<file path="src/hdl/waveform_peak_finder_assert.svh">
// assertion macros shared by the peak finder modules
`ifndef WAVEFORM_PEAK_FINDER_ASSERT_SVH
`define WAVEFORM_PEAK_FINDER_ASSERT_SVH

// same-cycle implication, checked outside reset
`define WPF_ASSERT_IMP(name, ante, cons) \
  name: assert property (@(posedge clk) disable iff (!rst_n) (ante) |-> (cons)) \
    else $error("peak finder check failed");

// next-cycle implication, checked outside reset
`define WPF_ASSERT_NXT(name, ante, cons) \
  name: assert property (@(posedge clk) disable iff (!rst_n) (ante) |=> (cons)) \
    else $error("peak finder check failed");

`endif

</file>
<file path="src/hdl/wpf_pkg.sv">
// shared types and constants of the waveform peak finder
package wpf_pkg;

  localparam int DEF_MAX_PEAKS   = 200;
  localparam int DEF_MAX_SAMPLES = 4096;
  localparam int DEF_SAMPLE_BITS = 16;

  localparam int QDEPTH     = 4;
  localparam int CFG_IDX_W  = 3;
  localparam int CFG_DATA_W = 16;
  localparam int POS_W      = 12;
  localparam int HGT_W      = 16;
  localparam int CNT_W      = 8;

  localparam logic [POS_W-1:0] WIN_END_RST = 12'hFFF;

  typedef enum logic [CFG_IDX_W-1:0] {
    REG_AMP_THR   = 3'd0,
    REG_PROM_THR  = 3'd1,
    REG_SLOPE_THR = 3'd2,
    REG_CURV_THR  = 3'd3,
    REG_WIN_START = 3'd4,
    REG_WIN_END   = 3'd5
  } reg_idx_t;

  typedef struct packed {
    logic        [14:0] amp_thr;
    logic signed [15:0] prom_thr;
    logic signed [15:0] slope_thr;
    logic signed [15:0] curv_thr;
    logic [POS_W-1:0]   win_start;
    logic [POS_W-1:0]   win_end;
  } cfg_t;

  typedef struct packed {
    logic                    pv;
    logic [POS_W-1:0]        pos;
    logic signed [HGT_W-1:0] hgt;
    logic [CNT_W-1:0]        cnt;
    logic                    eol;
  } word_t;

  typedef struct packed {
    logic                    has_emit;
    logic [POS_W-1:0]        emit_pos;
    logic signed [HGT_W-1:0] emit_hgt;
    logic                    has_fin;
    logic                    fin_pv;
    logic [POS_W-1:0]        fin_pos;
    logic signed [HGT_W-1:0] fin_hgt;
    logic [CNT_W-1:0]        count;
  } rec_t;

endpackage

</file>
<file path="src/hdl/wpf_front.sv">
// front end: sample window, candidate tests and pending peak merge
module wpf_front #(
  parameter int MAX_PEAKS   = wpf_pkg::DEF_MAX_PEAKS,
  parameter int MAX_SAMPLES = wpf_pkg::DEF_MAX_SAMPLES,
  parameter int SAMPLE_BITS = wpf_pkg::DEF_SAMPLE_BITS
) (
  input  logic                          clk,
  input  logic                          rst_n,
  input  wpf_pkg::cfg_t                 cfg,
  input  logic                          in_valid,
  output logic                          in_stall,
  input  logic signed [SAMPLE_BITS-1:0] in_amplitude,
  input  logic signed [SAMPLE_BITS-1:0] in_slope,
  input  logic signed [SAMPLE_BITS-1:0] in_curvature,
  input  logic                          in_last,
  input  logic                          q_full,
  output logic                          q_push,
  output wpf_pkg::rec_t                 q_rec
);
  import wpf_pkg::*;

  localparam int IW = $clog2(MAX_SAMPLES + 3);
  localparam int PW = $clog2(MAX_SAMPLES);
  localparam int BW = (IW > POS_W) ? IW : POS_W;
  localparam int AW = ((SAMPLE_BITS > 16) ? SAMPLE_BITS : 16) + 3;
  localparam int CW = $clog2(MAX_PEAKS + 1);
  localparam int KW = (CW > CNT_W) ? CW : CNT_W + 1;

  logic signed [SAMPLE_BITS-1:0] a0_r, a1_r, s0_r, s1_r, c_r;
  logic [IW-1:0]                 idx_r, idx_nxt;
  logic [PW-1:0]                 pend_pos_r, pend_pos_nxt;
  logic signed [SAMPLE_BITS-1:0] pend_hgt_r, pend_hgt_nxt;
  logic                          pend_v_r, pend_v_nxt;
  logic [CW-1:0]                 found_r, found_nxt;
  logic                          stopped_r, stopped_nxt;

  logic                 accept, judge, cand, adj, fresh;
  logic [IW-1:0]        bin;
  logic [BW-1:0]        bin_b, ws_b, we_b, old_pos_b, new_pos_b;
  logic signed [AW-1:0] a_s, p_s, n_s, s0_s, s1_s, sn_s, c_s;
  logic signed [AW-1:0] at_s, pt_s, st_s, ct_s, prom_s, old_hgt_s, new_hgt_s;
  logic [KW-1:0]        cnt_k;

  assign accept   = in_valid && !q_full;
  assign in_stall = q_full;

  assign a_s  = AW'(a0_r);
  assign p_s  = AW'(a1_r);
  assign n_s  = AW'(in_amplitude);
  assign s0_s = AW'(s0_r);
  assign s1_s = AW'(s1_r);
  assign sn_s = AW'(in_slope);
  assign c_s  = AW'(c_r);
  assign at_s = signed'(AW'(cfg.amp_thr));
  assign pt_s = AW'(cfg.prom_thr);
  assign st_s = AW'(cfg.slope_thr);
  assign ct_s = AW'(cfg.curv_thr);
  assign prom_s = (a_s <<< 1) - p_s - n_s;

  assign judge = (idx_r >= IW'(2)) && !stopped_r;
  assign bin   = idx_r - IW'(2);
  assign bin_b = BW'(bin);
  assign ws_b  = BW'(cfg.win_start);
  assign we_b  = BW'(cfg.win_end);

  assign cand = judge && (bin < IW'(MAX_SAMPLES)) && (a_s > at_s) &&
                (prom_s > (pt_s <<< 1)) && (s0_s < st_s) &&
                ((s1_s > st_s) || (sn_s < st_s)) && (c_s < ct_s) &&
                (bin_b >= ws_b) && (bin_b <= we_b);
  assign adj   = pend_v_r && (bin == IW'(pend_pos_r) + IW'(1));
  assign fresh = cand && !adj;

  always_comb begin
    pend_pos_nxt = cand ? bin[PW-1:0] : pend_pos_r;
    pend_hgt_nxt = cand ? a0_r : pend_hgt_r;
    pend_v_nxt   = pend_v_r || cand;
    found_nxt    = fresh ? found_r + CW'(1) : found_r;
    stopped_nxt  = stopped_r || (fresh && (found_nxt >= CW'(MAX_PEAKS)));
    idx_nxt      = (idx_r < IW'(MAX_SAMPLES + 2)) ? idx_r + IW'(1) : idx_r;
  end

  // peak fields reduced to the result word widths
  assign old_pos_b = BW'(pend_pos_r);
  assign new_pos_b = BW'(pend_pos_nxt);
  assign old_hgt_s = AW'(pend_hgt_r);
  assign new_hgt_s = AW'(pend_hgt_nxt);
  assign cnt_k     = KW'(found_nxt);

  always_comb begin
    q_rec.has_emit = fresh && pend_v_r;
    q_rec.emit_pos = old_pos_b[POS_W-1:0];
    q_rec.emit_hgt = old_hgt_s[HGT_W-1:0];
    q_rec.has_fin  = in_last;
    q_rec.fin_pv   = pend_v_nxt;
    q_rec.fin_pos  = pend_v_nxt ? new_pos_b[POS_W-1:0] : '0;
    q_rec.fin_hgt  = pend_v_nxt ? new_hgt_s[HGT_W-1:0] : '0;
    q_rec.count    = (cnt_k > KW'(255)) ? 8'hFF : cnt_k[CNT_W-1:0];
  end

  assign q_push = accept && (in_last || (fresh && pend_v_r));

  always_ff @(posedge clk) begin
    if (!rst_n) begin
      idx_r     <= '0;
      pend_v_r  <= 1'b0;
      found_r   <= '0;
      stopped_r <= 1'b0;
    end else if (accept) begin
      if (in_last) begin
        idx_r     <= '0;
        pend_v_r  <= 1'b0;
        found_r   <= '0;
        stopped_r <= 1'b0;
      end else begin
        idx_r     <= idx_nxt;
        pend_v_r  <= pend_v_nxt;
        found_r   <= found_nxt;
        stopped_r <= stopped_nxt;
      end
    end
  end

  always_ff @(posedge clk) begin
    if (accept) begin
      a1_r       <= a0_r;
      a0_r       <= in_amplitude;
      s1_r       <= s0_r;
      s0_r       <= in_slope;
      c_r        <= in_curvature;
      pend_pos_r <= pend_pos_nxt;
      pend_hgt_r <= pend_hgt_nxt;
    end
  end

endmodule

</file>
<file path="src/hdl/wpf_queue.sv">
// record queue between front end and output stage
`include "waveform_peak_finder_assert.svh"
module wpf_queue (
  input  logic          clk,
  input  logic          rst_n,
  input  logic          push,
  input  wpf_pkg::rec_t push_rec,
  output logic          full,
  input  logic          pop,
  output logic          q_valid,
  output wpf_pkg::rec_t q_rec
);
  import wpf_pkg::*;

  localparam int PTR_W = $clog2(QDEPTH);
  localparam int CNT_QW = $clog2(QDEPTH + 1);

  rec_t              slot_r [QDEPTH];
  logic [PTR_W-1:0]  wr_ptr_r, wr_ptr_nxt, rd_ptr_r, rd_ptr_nxt;
  logic [CNT_QW-1:0] count_r, count_nxt;

  assign full    = (count_r == CNT_QW'(QDEPTH));
  assign q_valid = (count_r != '0);
  assign q_rec   = slot_r[rd_ptr_r];

  always_comb begin
    wr_ptr_nxt = push ? wr_ptr_r + PTR_W'(1) : wr_ptr_r;
    rd_ptr_nxt = pop ? rd_ptr_r + PTR_W'(1) : rd_ptr_r;
    count_nxt  = count_r + CNT_QW'(push) - CNT_QW'(pop);
  end

  always_ff @(posedge clk) begin
    if (!rst_n) begin
      wr_ptr_r <= '0;
      rd_ptr_r <= '0;
      count_r  <= '0;
    end else begin
      wr_ptr_r <= wr_ptr_nxt;
      rd_ptr_r <= rd_ptr_nxt;
      count_r  <= count_nxt;
    end
  end

  always_ff @(posedge clk) begin
    if (push) begin
      slot_r[wr_ptr_r] <= push_rec;
    end
  end

  `WPF_ASSERT_IMP(a_no_push_full, push, !full)
  `WPF_ASSERT_IMP(a_no_pop_empty, pop, q_valid)
  `WPF_ASSERT_NXT(a_fill_step, push && !pop, count_r == $past(count_r) + 1'b1)

endmodule

</file>
<file path="src/hdl/wpf_back.sv">
// output stage: unpacks records into result words behind an output register
`include "waveform_peak_finder_assert.svh"
module wpf_back (
  input  logic           clk,
  input  logic           rst_n,
  input  logic           q_valid,
  input  wpf_pkg::rec_t  q_rec,
  output logic           pop,
  output logic           out_valid,
  input  logic           out_stall,
  output wpf_pkg::word_t out_word
);
  import wpf_pkg::*;

  logic  out_valid_r, out_valid_nxt;
  logic  hold_r, hold_nxt;
  word_t out_word_r, out_word_nxt;
  word_t hold_word_r, hold_word_nxt;
  word_t emit_w, fin_w;
  logic  load;

  assign load = !out_valid_r || !out_stall;
  assign pop  = load && !hold_r && q_valid;

  always_comb begin
    emit_w.pv  = 1'b1;
    emit_w.pos = q_rec.emit_pos;
    emit_w.hgt = q_rec.emit_hgt;
    emit_w.cnt = q_rec.count;
    emit_w.eol = 1'b0;
    fin_w.pv   = q_rec.fin_pv;
    fin_w.pos  = q_rec.fin_pos;
    fin_w.hgt  = q_rec.fin_hgt;
    fin_w.cnt  = q_rec.count;
    fin_w.eol  = 1'b1;
  end

  always_comb begin
    out_valid_nxt = out_valid_r;
    out_word_nxt  = out_word_r;
    hold_nxt      = hold_r;
    hold_word_nxt = hold_word_r;
    if (load) begin
      priority if (hold_r) begin
        out_valid_nxt = 1'b1;
        out_word_nxt  = hold_word_r;
        hold_nxt      = 1'b0;
      end else if (q_valid) begin
        out_valid_nxt = 1'b1;
        if (q_rec.has_emit) begin
          out_word_nxt  = emit_w;
          hold_nxt      = q_rec.has_fin;
          hold_word_nxt = fin_w;
        end else begin
          out_word_nxt = fin_w;
        end
      end else begin
        out_valid_nxt = 1'b0;
      end
    end
  end

  always_ff @(posedge clk) begin
    if (!rst_n) begin
      out_valid_r <= 1'b0;
      hold_r      <= 1'b0;
    end else begin
      out_valid_r <= out_valid_nxt;
      hold_r      <= hold_nxt;
    end
  end

  always_ff @(posedge clk) begin
    out_word_r  <= out_word_nxt;
    hold_word_r <= hold_word_nxt;
  end

  assign out_valid = out_valid_r;
  assign out_word  = out_word_r;

  `WPF_ASSERT_IMP(a_hold_behind_peak, hold_r, out_valid_r && out_word_r.pv && !out_word_r.eol)
  `WPF_ASSERT_NXT(a_split_record, pop && q_rec.has_emit && q_rec.has_fin, hold_r)
  `WPF_ASSERT_NXT(a_hold_kept, hold_r && out_stall, hold_r)

endmodule

</file>
<file path="src/hdl/waveform_peak_finder.sv">
// top level of the waveform peak finder with its configuration registers
//
// Takes one sample word per clock, back to back, while in_stall is low, with
// no gaps needed between waveforms. The front end judges the middle of a
// three-sample window in the same cycle as the sample arrives and writes a
// record into a four-entry queue whenever a peak is emitted or the trailing
// guard arrives; the output stage shows a result word once its record has
// passed the queue slot and the output register. A trailing guard that both
// pushes out a peak and closes the list gives two words, one after the other,
// in the output register; the queue absorbs this, and in_stall only rises when
// the queue is full. Configuration writes are always taken (cfg_ready is tied
// high) and should only be made while no waveform is in flight.
module waveform_peak_finder #(
  parameter int MAX_PEAKS   = wpf_pkg::DEF_MAX_PEAKS,
  parameter int MAX_SAMPLES = wpf_pkg::DEF_MAX_SAMPLES,
  parameter int SAMPLE_BITS = wpf_pkg::DEF_SAMPLE_BITS
) (
  input  logic                                 clk,
  input  logic                                 rst_n,
  input  logic                                 cfg_valid,
  output logic                                 cfg_ready,
  input  logic [wpf_pkg::CFG_IDX_W-1:0]        cfg_index,
  input  logic [wpf_pkg::CFG_DATA_W-1:0]       cfg_data,
  input  logic                                 in_valid,
  output logic                                 in_stall,
  input  logic signed [SAMPLE_BITS-1:0]        in_amplitude,
  input  logic signed [SAMPLE_BITS-1:0]        in_slope,
  input  logic signed [SAMPLE_BITS-1:0]        in_curvature,
  input  logic                                 in_last,
  output logic                                 out_valid,
  input  logic                                 out_stall,
  output logic                                 out_peak_valid,
  output logic [wpf_pkg::POS_W-1:0]            out_peak_position,
  output logic signed [wpf_pkg::HGT_W-1:0]     out_peak_height,
  output logic [wpf_pkg::CNT_W-1:0]            out_peak_count,
  output logic                                 out_end_of_list
);
  import wpf_pkg::*;

  cfg_t  cfg_r, cfg_nxt;
  logic  q_push, q_full, q_pop, q_valid;
  rec_t  push_rec, q_rec;
  word_t out_word;

  assign cfg_ready = 1'b1;

  always_comb begin
    cfg_nxt = cfg_r;
    if (cfg_valid && cfg_ready) begin
      unique case (cfg_index)
        REG_AMP_THR:   cfg_nxt.amp_thr   = cfg_data[14:0];
        REG_PROM_THR:  cfg_nxt.prom_thr  = cfg_data;
        REG_SLOPE_THR: cfg_nxt.slope_thr = cfg_data;
        REG_CURV_THR:  cfg_nxt.curv_thr  = cfg_data;
        REG_WIN_START: cfg_nxt.win_start = cfg_data[POS_W-1:0];
        REG_WIN_END:   cfg_nxt.win_end   = cfg_data[POS_W-1:0];
        default: ;
      endcase
    end
  end

  always_ff @(posedge clk) begin
    if (!rst_n) begin
      cfg_r.amp_thr   <= '0;
      cfg_r.prom_thr  <= '0;
      cfg_r.slope_thr <= '0;
      cfg_r.curv_thr  <= '0;
      cfg_r.win_start <= '0;
      cfg_r.win_end   <= WIN_END_RST;
    end else begin
      cfg_r <= cfg_nxt;
    end
  end

  wpf_front #(
    .MAX_PEAKS   (MAX_PEAKS),
    .MAX_SAMPLES (MAX_SAMPLES),
    .SAMPLE_BITS (SAMPLE_BITS)
  ) u_front (
    .clk          (clk),
    .rst_n        (rst_n),
    .cfg          (cfg_r),
    .in_valid     (in_valid),
    .in_stall     (in_stall),
    .in_amplitude (in_amplitude),
    .in_slope     (in_slope),
    .in_curvature (in_curvature),
    .in_last      (in_last),
    .q_full       (q_full),
    .q_push       (q_push),
    .q_rec        (push_rec)
  );

  wpf_queue u_queue (
    .clk      (clk),
    .rst_n    (rst_n),
    .push     (q_push),
    .push_rec (push_rec),
    .full     (q_full),
    .pop      (q_pop),
    .q_valid  (q_valid),
    .q_rec    (q_rec)
  );

  wpf_back u_back (
    .clk       (clk),
    .rst_n     (rst_n),
    .q_valid   (q_valid),
    .q_rec     (q_rec),
    .pop       (q_pop),
    .out_valid (out_valid),
    .out_stall (out_stall),
    .out_word  (out_word)
  );

  assign out_peak_valid    = out_word.pv;
  assign out_peak_position = out_word.pos;
  assign out_peak_height   = out_word.hgt;
  assign out_peak_count    = out_word.cnt;
  assign out_end_of_list   = out_word.eol;

endmodule
</file>
<file path="config.mk">
export PLATFORM = sky130hd
export DESIGN_NAME = waveform_peak_finder
export DESIGN_NICKNAME = d
export VERILOG_FILES = /design/src/hdl/wpf_pkg.sv /design/src/hdl/wpf_front.sv /design/src/hdl/wpf_queue.sv /design/src/hdl/wpf_back.sv /design/src/hdl/waveform_peak_finder.sv
export VERILOG_INCLUDE_DIRS = /design/src /design/src/hdl
export SDC_FILE = /design/constraint.sdc
export NUM_CORES = 1
export LEC_CHECK = 0
export BUFFER_PORTS_ARGS = -buffer_cell sky130_fd_sc_hd__buf_2
export CORE_ASPECT_RATIO = 0.6
export CORE_MARGIN = 2
export CORE_UTILIZATION = 25
export CTS_BUF_LIST = sky130_fd_sc_hd__clkbuf_8
export DETAILED_ROUTE_END_ITERATION = 8
export HOLD_SLACK_MARGIN = 0.06
export RECOVER_POWER = 25
export SYNTH_ARGS = -nofsm -noshare
export SYNTH_HDL_FRONTEND = slang
export SYNTH_SLANG_ARGS = --single-unit
</file>
<file path="constraint.sdc">
create_clock -name clk -period 7.46 [get_ports clk]
set_input_delay 0.373 -clock clk [delete_from_list [all_inputs] [get_ports clk]]
set_output_delay 0.373 -clock clk [all_outputs]
set_load 0.01 [all_outputs]
</file>
Word-level counts from Yosys, hierarchy flattened
Memories as Yosys holds them, arrays and structs flattened. A register that Yosys moved wholly into a read port is not among the register bits.
Index checks and enable logic that the tools add are counted.

operators by class
  order comparisons = 13
  mux-type cells = 23
  bitwise logic cells = 1
  add/subtract/negate cells = 10
  equal/unequal tests = 7
  reductions and logical operators = 41

operator list
  cell                                                                    count
  38-bit two-way mux                                                      3
  16-bit less-than comparator                                             3
  16-bit > comparator                                                     2
  16-bit two-way mux                                                      2
  13-bit less-than comparator, second input constant                      2
  13-bit two-way mux                                                      2
  12-bit two-way mux                                                      2
  8-bit two-way mux                                                       3
  19-bit by 17-bit > comparator with 1-bit output                         1
  18-bit by 16-bit subtractor with 19-bit output                          1
  17-bit by 16-bit subtractor with 18-bit output                          1
  1-bit logical AND                                                       17
  2-bit AND reduction                                                     8
  12-bit by 1-bit adder with 13-bit output, second input constant         1
  13-bit by 1-bit adder with 13-bit output, second input constant         1
  13-bit == test                                                          1
  13-bit by 12-bit >= comparator with 1-bit output                        1
  13-bit by 2-bit >= comparator with 1-bit output, second input constant  1
  13-bit by 12-bit <= comparator with 1-bit output                        1
  13-bit by 2-bit subtractor with 13-bit output, second input constant    1
  3-bit == test, second input constant                                    3
  1-bit two-way mux                                                       9
  8-bit by 1-bit adder with 8-bit output, second input constant           1
  8-bit >= comparator, second input constant                              1
  14 further kinds                                                        27

word-level totals
  output and inout bits = 41
  input port bits = 73
  register bits = 302
  RAM bits = 268
  logic and storage cells = 127
  memories = 1

memories
  name            words  width  rd ports  clocked after Yosys merged registers in  wr ports  RTL line         RTL
  u_queue.slot_r  4      67     1         1                                        1         wpf_queue.sv:18  rec_t slot_r [QDEPTH];

Depth between registers and ports, before layout
Gate-level depths: netlist of run 1.

  depth in word-level cells = 16
  depth in mapped cells = 28
  mapped depth without buffers = 27

Hierarchy
A second synthesis of run 1 with hierarchy kept.

unflattened totals
  cell total of the unflattened synthesis = 1886
  area, all modules = 26609.3 µm²

by module, submodules not included
  module                cells each  seq. area each (µm²)  area an instance (µm²)  times used
  wpf_queue             393         8227.9                10146.0                 1
  wpf_front             976         3703.6                9980.8                  1
  waveform_peak_finder  321         1741.7                3308.2                  1
  wpf_back              196         2292.2                3174.3                  1

Least setup slack after synthesis of run 1
Ideal clock, no wire load.

  kind = input port to flip-flop
  from = input in_amplitude[2]
  to = memory u_queue.slot_r[0][0] (netlist bit), enable pin
  arrival time = 6.498 ns
  path buffers = 1
  data required time = 7.028 ns
  setup time = 0.432 ns
  slack = 0.530 ns
  stages on the path = 22
  cells stage by stage = inv_1 -> fa_1 -> ha_1 -> nor2b_1 -> o21ai_0 -> a21boi_0 -> o41ai_1 -> o21ai_0 -> o211a_1 -> o21a_1 -> o21ba_2 -> o22ai_1 -> ha_1 -> inv_1 -> a2111oi_0 -> nand4_1 -> nor4_1 -> o211ai_1 -> or3_1 -> buf_2 -> o41ai_4 -> and2_1

between the ends
  longest elaborated chain between the ends = 14

RTL lines
  element                                          RTL line                    RTL
  start: declaration                               waveform_peak_finder.sv:26  input logic signed [SAMPLE_BITS-1:0] in_amplitude,
  18-bit by 16-bit subtractor with 19-bit output   wpf_front.sv:58             assign prom_s = (a_s <<< 1) - p_s - n_s;
  19-bit by 17-bit > comparator with 1-bit output  wpf_front.sv:67             (prom_s > (pt_s <<< 1)) && (s0_s < st_s) &&
  1-bit logical AND                                wpf_front.sv:66             assign cand = judge && (bin < IW'(MAX_SAMPLES)) && (a_s > at_s) &&
  1-bit logical AND (2 in series)                  wpf_front.sv:67
  1-bit logical AND (2 in series)                  wpf_front.sv:68             ((s1_s > st_s) || (sn_s < st_s)) && (c_s < ct_s) &&
  1-bit logical AND                                wpf_front.sv:69             (bin_b >= ws_b) && (bin_b <= we_b);
  1-bit logical AND                                wpf_front.sv:71             assign fresh = cand && !adj;
  1-bit logical AND                                wpf_front.sv:100            assign q_push = accept && (in_last || (fresh && pend_v_r));
  1-bit logical OR                                 wpf_front.sv:100
  1-bit logical AND                                wpf_front.sv:100
  named net q_push                                 waveform_peak_finder.sv:41  logic q_push, q_full, q_pop, q_valid;
  1-bit two-way mux                                wpf_queue.sv:45             if (push) begin
  1-bit two-way mux (not written as such)          wpf_queue.sv:46             slot_r[wr_ptr_r] <= push_rec;
  end: declaration                                 wpf_queue.sv:18

The timed path passes the listed nets, and every way through them passes these cells.

Worst setup path after layout of run 1
  from = register u_front.a0_r[1]
  to = memory u_queue.slot_r[0][3] (netlist bit), enable pin

between the ends
  longest elaborated chain between the ends = 15
  elaborated cells on any way between the ends = 17
  classes of those cells = 2 x add/sub; 2 x order compare; 2 x mux; 11 x reduce/logical

RTL lines
  element                                          RTL line                    RTL
  start: declaration                               wpf_front.sv:29             logic signed [SAMPLE_BITS-1:0] a0_r, a1_r, s0_r, s1_r, c_r;
  start signal: assignment                         wpf_front.sv:126            a0_r <= in_amplitude;
  17-bit by 16-bit subtractor with 18-bit output   wpf_front.sv:58
  18-bit by 16-bit subtractor with 19-bit output   wpf_front.sv:58
  19-bit by 17-bit > comparator with 1-bit output  wpf_front.sv:67
  1-bit logical AND *                              wpf_front.sv:66
  1-bit logical AND * (2 in series)                wpf_front.sv:67
  1-bit logical AND * (2 in series)                wpf_front.sv:68
  1-bit logical AND *                              wpf_front.sv:69
  1-bit logical AND *                              wpf_front.sv:71
  1-bit logical AND *                              wpf_front.sv:100
  1-bit logical OR *                               wpf_front.sv:100
  1-bit logical AND *                              wpf_front.sv:100
  named net q_push                                 waveform_peak_finder.sv:41
  1-bit two-way mux *                              wpf_queue.sv:45
  1-bit two-way mux (not written as such) *        wpf_queue.sv:46

Mark *: on every way through the listed nets, which the timed path passes. The rest lies on a longest branch.

==> flow_metrics.env, run 1 <==
export IMPL_dieHeight_um=255
export IMPL_fin_setup_tns_ps=0
export IMPL_p_int_mw=6.29
export IMPL_regArea_um2=16000
export IMPL_grt_pass1_vias=15829
export IMPL_syn_inst=1965
export IMPL_rows=91
export IMPL_ys_warn_count=0
export IMPL_yosys_area_top_type_share=0.518
export IMPL_grt_max_degree=90
export IMPL_core_area_um2=103000
export IMPL_dp_hpwl_um=41700
export IMPL_relSlewSlack=-1.88
export IMPL_max_freq_ghz=0.151
export IMPL_fin_crit_sh=0.887
export IMPL_synth_fp_nets=2206
export IMPL_rsz0062_at_grt="no"
export IMPL_end_kind="register"
export IMPL_power_density_nw_per_um2=300
export IMPL_clock_skew_ps=29.7
export IMPL_ys_types=79
export IMPL_synthesis_area_um2=26200
export IMPL_startpoint_type="register"
export IMPL_leakage_nw=10.3
export IMPL_grt_usage=0.119
export IMPL_overflow=0
export IMPL_path_delay_family="compound AO/OA/AOI/OAI gates"
export IMPL_crit_path_frequent_cell="o21ai_0"
export IMPL_critPathMaxFanout=67
export IMPL_required_ps=7830
export IMPL_drt_iter0_drc=1215
export IMPL_hold_class="input port to register"
export IMPL_grt_pass1_wl_um=97600
export IMPL_synth_area_leaders="edfxtp_1 52%, dfxtp_1 9.3%, ha_1 7.2%"
export IMPL_gp_congestion=0.788
export IMPL_finalCriticalPeriod_ps=6620
export IMPL_utilization=0.296
export IMPL_antenna_found_initial=1
export IMPL_setup_violations_final=0
export IMPL_start_util=0.253
export IMPL_cts_num_sinks=572
export IMPL_cts_inserted_buffers=87
export IMPL_outcome="finished, violations left"
export IMPL_synth_edf_count=451
export IMPL_insertion_delay_ps=740
export IMPL_max_stage_delay_ps=490
export IMPL_path_clk_slew_ps=70
export IMPL_ant_nets=0
export IMPL_cp_buffers_inverters=1
export IMPL_areaGrowthSynthToFinish_pct=16.9
export IMPL_worstSetupPathType="register to register"
export IMPL_die_w_um=422
export IMPL_clockRootBuffer="clkbuf_8"
export IMPL_synth_top_cell_by_area="edfxtp_1"
export IMPL_cts_setup_buffers=0
export IMPL_pwr_share_seq=0.465
export IMPL_synthFlopType="edfxtp_1"
export IMPL_multiInputGateArea_um2=9290
export IMPL_firstDrtPassIters=5
export IMPL_ioPinCount=114
export IMPL_cts_max_path_buffers=3
export IMPL_p_comb_frac=0.250
export IMPL_worst_slew_pin_slew_ps=4320
export IMPL_vias=15965
export IMPL_switching_share=0.314
export IMPL_place_port_buffers=112
export IMPL_irDropWorstVdd_uv=146
export IMPL_num_fill_cells=10496
export IMPL_drive_gt1_frac=0.138
export IMPL_power_switching_mw=2.88
export IMPL_cts_tree="yes"
export IMPL_drv_slew=157
export IMPL_ys_ff_latch=572
export IMPL_die_area_um2=107000
export IMPL_vias_per_cell=4.40
export IMPL_routedWlPerCell_um=17.6
export IMPL_async_flop_share=0
export IMPL_nets=2405
export IMPL_maxCapViolations=2
export IMPL_syn_area_per_cell_um2=13.3
export IMPL_final_hold_viol_count=0
export IMPL_path_cells="fa_1 -> ha_1 -> nor2b_1 -> o21ai_0 -> a21boi_0 -> o41ai_2 -> o21ai_0 -> o21ai_0 -> o2111ai_1 -> a21oi_1 -> xnor2_1 -> ha_1 -> nand4_1 -> nor3_1 -> a211oi_1 -> nor4_1 -> o211ai_1 -> or3_1 -> o41ai_4 -> and2_2 -> buf_12"
export IMPL_ys_seq_area_frac=0.610
export IMPL_clock_power_share=0.284
export IMPL_htree_num_levels=3
export IMPL_crit_arrival_ps=6990
export IMPL_drt_total_wl_um=63900
export IMPL_violations="max-capacitance violations, max-slew violations"
export IMPL_route_detailed_drc=0
export IMPL_worst_path_max_delay_cell="edfxtp_1"
registers in the layout (all words and copies together) (netlist names), 2 cells and up, named ones only:
name and flops:
u_back.hold_word_r 37, u_queue.wr_ptr_r 2, u_back.out_word 38, u_queue.count_r 3
u_front.a0_r 16, u_front.c_r 16, u_front.found_r 8, u_queue.rd_ptr_r 2
u_front.a1_r 16, cfg_r 87, u_queue.slot_r 268, u_front.s1_r 16
u_front.pend_pos_r 12, u_front.pend_hgt_r 16, u_front.s0_r 16, u_front.idx_r 13
layout by cell type, fill, tap and decap left out, types with 24 or more instances in the layout:
cell,Yosys,routed
a21oi_1,129,128
and2_1,38,33
buf_2,6,41
clkbuf_1,58,72
clkbuf_8,0,96
dfxtp_1,121,119
dlygate4sd3_1,0,66
edfxtp_1,451,451
ha_1,151,151
inv_1,147,176
mux2_2,40,40
mux2i_1,33,33
mux4_2,67,67
nand2_1,252,252
nand3_1,36,36
nor2_1,52,52
o21ai_0,59,59
xnor2_1,37,37
xor2_1,24,24
tightest hold or removal path, cell delays in order:
cell and delay (ps):
buf_2 120, and3_1 310, nand2_1 130, a21oi_1 50
layer usage:
layer  wire, µm  track usage  vias up
met1      32300        0.178     7825
li1           -            -     7639
met5          0            0        -
met3       3880       0.0253       98
met2      26600        0.171      403
met4       1160       0.0336        0
repair_timing:
| action | CTS | global route |
|---|---|---|
| hold endpoints to repair | 137 | 0 |
| setup endpoints to repair | 0 | 128 |
| hold buffers | 66 | 0 |
| resized for setup | 0 | 1 |
cell usage after synthesis (all sizes together) (12+ instances only):
cell type / number
a21o: 14
a21oi: 129
and2: 38
and3: 14
buf: 27
clkbuf: 58
dfxtp: 121
edfxtp: 451
fa: 17
ha: 151
inv: 147
mux2: 40
mux2i: 33
mux4: 67
nand2: 253
nand3: 36
nand4: 23
nor2: 53
nor2b: 12
nor3: 19
nor4: 13
o211ai: 23
o21ai: 63
xnor2: 38
xor2: 26
stage by stage:
stage | hold WS (ps) | power (mW) | cells | setup WS [ps] | area (µm²)
finish | 306 | 9.17 | 3631 | 839 | 30600
global placement | 438 | 6.60 | 3404 | 663 | 28300
floorplan | 419 | 5.83 | 1965 | 530 | 26200
global route | 280 | 9.73 | 3630 | 183 | 30600
detailed placement | 442 | 6.63 | 3404 | 643 | 28300
CTS | 67.1 | 9.31 | 3629 | 629 | 30700
power by group through the flow:
| stage | Sequential [mW] | Combinational, mW | Clock, mW |
|---|---|---|---|
| 2_1_floorplan | 4.29 | 1.54 | 0 |
| 3_3_place_gp | 4.34 | 2.26 | 0 |
| 3_5_place_dp | 4.35 | 2.28 | 0 |
| 4_1_cts | 4.28 | 2.33 | 2.69 |
| 5_1_grt | 4.33 | 2.57 | 2.83 |
| 6_report | 4.27 | 2.30 | 2.61 |
logic make-up after synthesis:
kind of cell    count (synthesis)  share of synthesized area
other cells                     1                   0.000143
mux                           140                     0.0875
simple gates                  497                     0.0899
flops                         572                      0.610
fa+ha+maj                     168                     0.0852
compound gates                291                     0.0686
buf+inv                       232                     0.0354
xor+xnor                       64                     0.0227
area by class of cell:
class                      count  share of cell area
clock inverter                63              0.0128
clock buffer                  96              0.0432
sequential                   572               0.522
multi-input combinational   1161               0.304
inverter                     147              0.0181
antenna                        2            0.000164
tap                         1395              0.0571
timing repair buffer         195              0.0426
final timing paths:
| check | cells after the start | to | startpoint | slack (ps) |
|---|---|---|---|---|
| worst max-delay path | 21 | u_queue.slot_r[0][3]$_DFFE_PP_ | u_front.a0_r[1]$_DFFE_PP_ | 840 |
| worst min-delay path | 4 | cfg_r[12]$_SDFFE_PN0P_ | cfg_index[2] | 310 |
| worst max register to register | 21 | u_queue.slot_r[0][3]$_DFFE_PP_ | u_front.a0_r[1]$_DFFE_PP_ | 840 |
| worst min register to register | 2 | cfg_r[65]$_SDFFE_PN0P_ | cfg_r[65]$_SDFFE_PN0P_ | 460 |
Power figures use the tool's default switching activity.
==> run 2: changes to the inputs <==
==> constraint.sdc (replaced) <==
create_clock -name clk -period 7.46 [get_ports clk]
set_input_delay 0.746 -clock clk [delete_from_list [all_inputs] [get_ports clk]]
set_output_delay 0.746 -clock clk [all_outputs]
set_load 0.01 [all_outputs]
==> run 2 against run 1 <==
Net effect:
- the run still ends with max-capacitance violations, max-slew violations left
- routed wire length is 1.6% lower
- utilization is 0.50 points lower
- largest cell class unchanged
- sequential share of layout area is 0.89 points higher
- critical path type unchanged
- global-route usage is 0.15 points lower
- register-to-register slack worse by 220 ps
- sequential cell count stayed put
- clock-buffer cell count is 2 lower
- first-iteration DRC count is 4.1% higher
- worst setup slack worse by 220 ps
- clock power hardly changed
==> flow_metrics.env, run 2 (synthesized netlist as in run 1, its figures left out) <==
export IMPL_outcome="finished, violations left"
export IMPL_violations="max-capacitance violations, max-slew violations"
export IMPL_drt_total_wl_um=62900
export IMPL_met3_usage=0.0314
export IMPL_place_port_buffers=112
export IMPL_worst_slew_pin_slew_ps=4360
export IMPL_vias_per_cell=4.41
export IMPL_final_cell_mix="451 x edfxtp_1, 252 x nand2_1, 175 x inv_1, 151 x ha_1, 128 x a21oi_1"
export IMPL_antenna_found_initial=5
export IMPL_routedWlPerCell_um=17.6
export IMPL_worstSetupPathType="register to register"
export IMPL_top_usage_layer="met1"
export IMPL_areaGrowthSynthToFinish_pct=15.0
export IMPL_reg2reg_from="u_front.a0_r[1]$_DFFE_PP_"
export IMPL_cts_setup_buffers=0
export IMPL_rsz0062_at_grt="no"
export IMPL_drive_gt1_frac=0.167
export IMPL_overflow=0
export IMPL_required_ps=8070
export IMPL_crit_end="u_queue.count_r[1]$_SDFF_PN0_"
export IMPL_layout_commonest_cell="edfxtp_1"
export IMPL_end_kind="register"
export IMPL_route_detailed_drc=0
export IMPL_leakage_nw=10.2
export IMPL_path_cells="fa_1 -> ha_1 -> nor2b_1 -> o21ai_0 -> a21boi_0 -> o41ai_1 -> o21ai_0 -> o21ai_0 -> o2111ai_1 -> a21oi_1 -> xnor2_1 -> ha_1 -> nand4_1 -> nor3_1 -> a211oi_1 -> nor4_1 -> o211ai_1 -> or3_1 -> o41ai_4 -> ha_1 -> fa_1 -> and2_1"
export IMPL_regMostFlops="u_queue.slot_r"
export IMPL_cp_num_cells=22
export IMPL_rr_worst_depth=22
export IMPL_use_met1=0.174
export IMPL_cts_max_path_buffers=3
export IMPL_worst_path_max_delay_cell="edfxtp_1"
export IMPL_firstDrtPassIters=5
export IMPL_ff2ff_setup_slack_ps=620
export IMPL_max_stage_delay_ps=510
export IMPL_setup_violations_final=0
export IMPL_worst_hold_slack_ps=184
export IMPL_ioPinCount=114
export IMPL_grt_max_degree=89
export IMPL_core_area_um2=103000
export IMPL_htree_num_levels=3
export IMPL_maxCapViolations=1
export IMPL_crit_arrival_ps=7450
export IMPL_max_freq_ghz=0.146
export IMPL_die_area_um2=107000
export IMPL_cts_num_sinks=572
export IMPL_r2r_end="u_queue.count_r[1]$_SDFF_PN0_"
export IMPL_fin_setup_tns_ps=0
export IMPL_irDropWorstVdd_uv=164
export IMPL_critPathLaunch="u_front.a0_r[1]$_DFFE_PP_"
export IMPL_grt_usage=0.117
export IMPL_relSlewSlack=-1.91
export IMPL_grt_pass1_vias=15342
export IMPL_grt_pass1_wl_um=95700
export IMPL_hold_buffers=0
export IMPL_path_clk_slew_ps=60
export IMPL_clockRootBuffer="clkbuf_8"
export IMPL_ant_nets=0
export IMPL_dieHeight_um=255
export IMPL_critPathMaxFanout=7
export IMPL_fin_crit_sh=0.917
export IMPL_finalCriticalPeriod_ps=6840
export IMPL_vias=15745
export IMPL_cp_buffers_inverters=0
export IMPL_cts_tree="yes"
export IMPL_rows=91
export IMPL_power_density_nw_per_um2=303
export IMPL_dp_hpwl_um=42000
export IMPL_gp_congestion=0.782
export IMPL_min_path_cells=1
export IMPL_die_w_um=422
export IMPL_startpoint_type="register"
export IMPL_drv_slew=89
export IMPL_start_util=0.253
export IMPL_final_hold_viol_count=0
export IMPL_drt_iter0_drc=1265
export IMPL_use_met2=0.165
export IMPL_nets=2344
export IMPL_largest_reg_flops=268
export IMPL_hold_class="input port to register"
export IMPL_cts_inserted_buffers=86
export IMPL_post_cts_resized=0
export IMPL_insertion_delay_ps=750
export IMPL_clock_skew_ps=37.3
export IMPL_path_delay_family="compound AO/OA/AOI/OAI gates"
-- run 2: area by class of cell --
| type | instances | area (µm²) |
|---|---|---|
| multi-input cells | 1161 | 9290 |
| inverters | 147 | 554 |
| flip-flops and latches | 572 | 16000 |
| repair buffers | 135 | 803 |
| diodes | 1 | 2.50 |
| clock buffers | 94 | 1290 |
| clock inverters | 66 | 414 |
| well taps | 1395 | 1750 |
| fillers | 10540 | 73200 |
-- run 2: where the power goes --
part / total [mW] / switching, mW / internal, mW
clock network: 2.61 / 1.32 / 1.29
registers: 4.29 / 0.273 / 4.02
logic: 2.22 / 1.28 / 0.940
total: 9.12 / 2.87 / 6.25
-- run 2: metal layers --
metal	up-vias	part of all wire
li1	7513	-
met1	7759	0.51
met2	378	0.41
met3	95	0.062
met4	0	0.020
met5	-	0
-- run 2: worst min path at each step --
stage | start | endpoint | slack [ps]
after CTS | in_curvature[10] | u_front.c_r[10]$_DFFE_PP_ | 80
after floorplan | u_front.s0_r[0]$_DFFE_PP_ | u_front.s1_r[0]$_DFFE_PP_ | 420
after global placement | u_front.s0_r[14]$_DFFE_PP_ | u_front.s1_r[14]$_DFFE_PP_ | 440
after global routing | in_curvature[6] | u_front.c_r[6]$_DFFE_PP_ | 110
final | in_curvature[10] | u_front.c_r[10]$_DFFE_PP_ | 180
after detailed placement | u_front.s0_r[1]$_DFFE_PP_ | u_front.s1_r[1]$_DFFE_PP_ | 440
-- run 2: worst reg2reg max path, cell delays in order (launching register included) --
cell and delay (ps):
edfxtp_1 510, fa_1 480, ha_1 340, nor2b_1 140, o21ai_0 220, a21boi_0 210, o41ai_1 410, o21ai_0 340
o21ai_0 390, o2111ai_1 190, a21oi_1 230, xnor2_1 100, ha_1 300, nand4_1 100, nor3_1 260, a211oi_1 140
nor4_1 260, o211ai_1 300, or3_1 490, o41ai_4 510, ha_1 250, fa_1 400, and2_1 160
-- run 2: per-stage QoR --
step / cell area (µm²) / util / power (mW) / worst slack (ps) / std cells
after global routing: 30100 / 0.291 / 9.69 / 110 / 3571
after detailed placement: 28400 / 0.275 / 6.62 / 377 / 3410
after floorplan: 26200 / - / 5.83 / 157 / 1965
final: 30100 / 0.291 / 9.12 / 617 / 3571
after CTS: 30100 / 0.292 / 9.28 / 723 / 3570
after global placement: 28400 / 0.275 / 6.60 / 447 / 3410
==> run 3: changes to the inputs <==
--- a/config.mk
+++ b/config.mk
@@ -10,7 +10,7 @@
 export CORE_ASPECT_RATIO = 0.6
 export CORE_MARGIN = 2
 export CORE_UTILIZATION = 25
-export CTS_BUF_LIST = sky130_fd_sc_hd__clkbuf_8
+export CTS_BUF_LIST = sky130_fd_sc_hd__clkbuf_4 sky130_fd_sc_hd__clkbuf_8 sky130_fd_sc_hd__clkbuf_16
 export DETAILED_ROUTE_END_ITERATION = 8
 export HOLD_SLACK_MARGIN = 0.06
 export RECOVER_POWER = 25
==> run 3 against run 2 <==
Net effect:
- non-clock buffer count did not move
- die area is the same
- clock skew grew 4.6 ps
- final cell count fell by 1.8%
- critical endpoint unchanged
- sequential share of layout area fell by 0.54 points
- worst setup slack improved by 22 ps
- maximum frequency up 0.33%
- highest routed layer unchanged
- routed wire length down 1.7%
- the run still ends with max-capacitance violations, max-slew violations left
==> flow_metrics.env, run 3 (synthesized netlist as in run 1, its figures left out) <==
export IMPL_critPathLaunch="u_front.a0_r[1]$_DFFE_PP_"
export IMPL_worst_slew_pin_slew_ps=4400
export IMPL_path_clk_slew_ps=70
export IMPL_antenna_found_initial=5
export IMPL_drv_slew=159
export IMPL_final_cell_mix="451 x edfxtp_1, 252 x nand2_1, 151 x ha_1, 146 x inv_1, 128 x a21oi_1"
export IMPL_place_inst=3410
export IMPL_layout_commonest_cell="edfxtp_1"
export IMPL_crit_end="u_queue.count_r[1]$_SDFF_PN0_"
export IMPL_drt_iter0_drc=1384
export IMPL_critPathMaxFanout=7
export IMPL_cts_tree="yes"
export IMPL_grt_pass1_wl_um=94600
export IMPL_end_kind="register"
export IMPL_post_cts_resized=0
export IMPL_start_util=0.253
export IMPL_grt_pass1_vias=15068
export IMPL_crit_arrival_ps=7330
export IMPL_leakage_nw=10.2
export IMPL_gp_congestion=0.782
export IMPL_clockRootBuffer="clkbuf_16"
export IMPL_cts_inserted_buffers=52
export IMPL_drive_gt1_frac=0.160
export IMPL_fin_setup_tns_ps=0
export IMPL_overflow=0
export IMPL_largest_reg_flops=268
export IMPL_insertedDiodeCount=0
export IMPL_final_cells=3508
export IMPL_setup_ws_ps=640
export IMPL_firstDrtPassIters=5
export IMPL_ant_nets=0
export IMPL_finalCriticalPeriod_ps=6820
export IMPL_route_detailed_drc=0
export IMPL_cts_num_sinks=572
export IMPL_clock_skew_ps=41.8
export IMPL_required_ps=7970
export IMPL_hold_class="input port to register"
export IMPL_areaGrowthSynthToFinish_pct=16.1
export IMPL_relSlewSlack=-1.94
export IMPL_place_port_buffers=112
export IMPL_dpl_worst_slack_ps=377
export IMPL_die_area_um2=107000
export IMPL_insertion_delay_ps=640
export IMPL_num_fill_cells=10450
export IMPL_hold_buffers=0
export IMPL_nets=2310
export IMPL_cts_max_path_buffers=3
export IMPL_rsz0062_at_grt="no"
export IMPL_vias_per_cell=4.41
export IMPL_max_freq_ghz=0.147
export IMPL_violations="max-capacitance violations, max-slew violations"
export IMPL_final_hold_viol_count=0
export IMPL_vias=15471
export IMPL_r2r_end="u_queue.count_r[1]$_SDFF_PN0_"
export IMPL_fin_crit_sh=0.914
export IMPL_worstSetupPathType="register to register"
export IMPL_ioPinCount=114
export IMPL_setup_violations_final=0
export IMPL_maxCapViolations=2
export IMPL_reg2reg_from="u_front.a0_r[1]$_DFFE_PP_"
export IMPL_die_w_um=422
export IMPL_cts_setup_buffers=0
export IMPL_grt_usage=0.115
export IMPL_dieHeight_um=255
export IMPL_startpoint_type="register"
export IMPL_routedWlPerCell_um=17.6
export IMPL_rr_worst_depth=22
export IMPL_ff2ff_setup_slack_ps=640
export IMPL_drt_total_wl_um=61900
export IMPL_htree_num_levels=2
export IMPL_outcome="finished, violations left"
export IMPL_rows=91
export IMPL_irDropWorstVdd_uv=188
export IMPL_core_area_um2=103000
export IMPL_power_mw=9.65
export IMPL_power_density_nw_per_um2=318
export IMPL_grt_max_degree=89
export IMPL_regMostFlops="u_queue.slot_r"
export IMPL_dp_hpwl_um=42000
==> run 3: layout make-up <==
class                      count  area, µm²  share of cell area
clock buffer                  57       1340              0.0441
clock inverter                41        684              0.0225
inverter                     147        554              0.0182
multi-input combinational   1161       9290               0.306
sequential                   572      16000               0.526
tap                         1395       1750              0.0575
timing repair buffer         135        800              0.0263
==> run 3: worst min path at each step <==
stage                                            end  depth (start not counted)  slack [ps]                        from
final                      u_front.c_r[10]$_DFFE_PP_                          1         280            in_curvature[10]
after detailed placement   u_front.s1_r[1]$_DFFE_PP_                          0         440   u_front.s0_r[1]$_DFFE_PP_
after CTS                  u_front.c_r[10]$_DFFE_PP_                          1         240            in_curvature[10]
after floorplan            u_front.s1_r[0]$_DFFE_PP_                          0         420   u_front.s0_r[0]$_DFFE_PP_
after global routing       u_front.c_r[15]$_DFFE_PP_                          1         250            in_curvature[15]
after global placement    u_front.s1_r[14]$_DFFE_PP_                          0         440  u_front.s0_r[14]$_DFFE_PP_
==> run 3: metal layers <==
metal / up-vias / track usage / part of all wire
li1: 7420 / - / -
met4: 0 / 0.0218 / 0.014
met2: 325 / 0.167 / 0.42
met5: - / 0 / 0
met3: 71 / 0.0255 / 0.056
met1: 7655 / 0.173 / 0.51
==> run 3: worst max-delay path: stages (launching register included) <==
cell       delay, ps
edfxtp_1         520
fa_1             480
ha_1             340
nor2b_1          140
o21ai_0          220
a21boi_0         190
o41ai_1          400
o21ai_0          320
o21ai_0          380
o2111ai_1        190
a21oi_1          220
xnor2_1          100
ha_1             300
nand4_1          110
nor3_1           270
a211oi_1         140
nor4_1           270
o211ai_1         300
or3_1            490
o41ai_4          520
ha_1             250
fa_1             400
and2_1           160
==> run 3: power by group <==
part | internal [mW] | switching (mW)
combinational | 0.944 | 1.27
sequential | 4.02 | 0.272
clock | 1.85 | 1.30
==> run 3: stage by stage <==
step	utilization	cell area [µm²]	hold WS [ps]
final	0.294	30400	279
after global placement	0.275	28400	440
after global routing	0.294	30400	247
after CTS	0.295	30400	236
after floorplan	-	26200	419
after detailed placement	0.275	28400	439
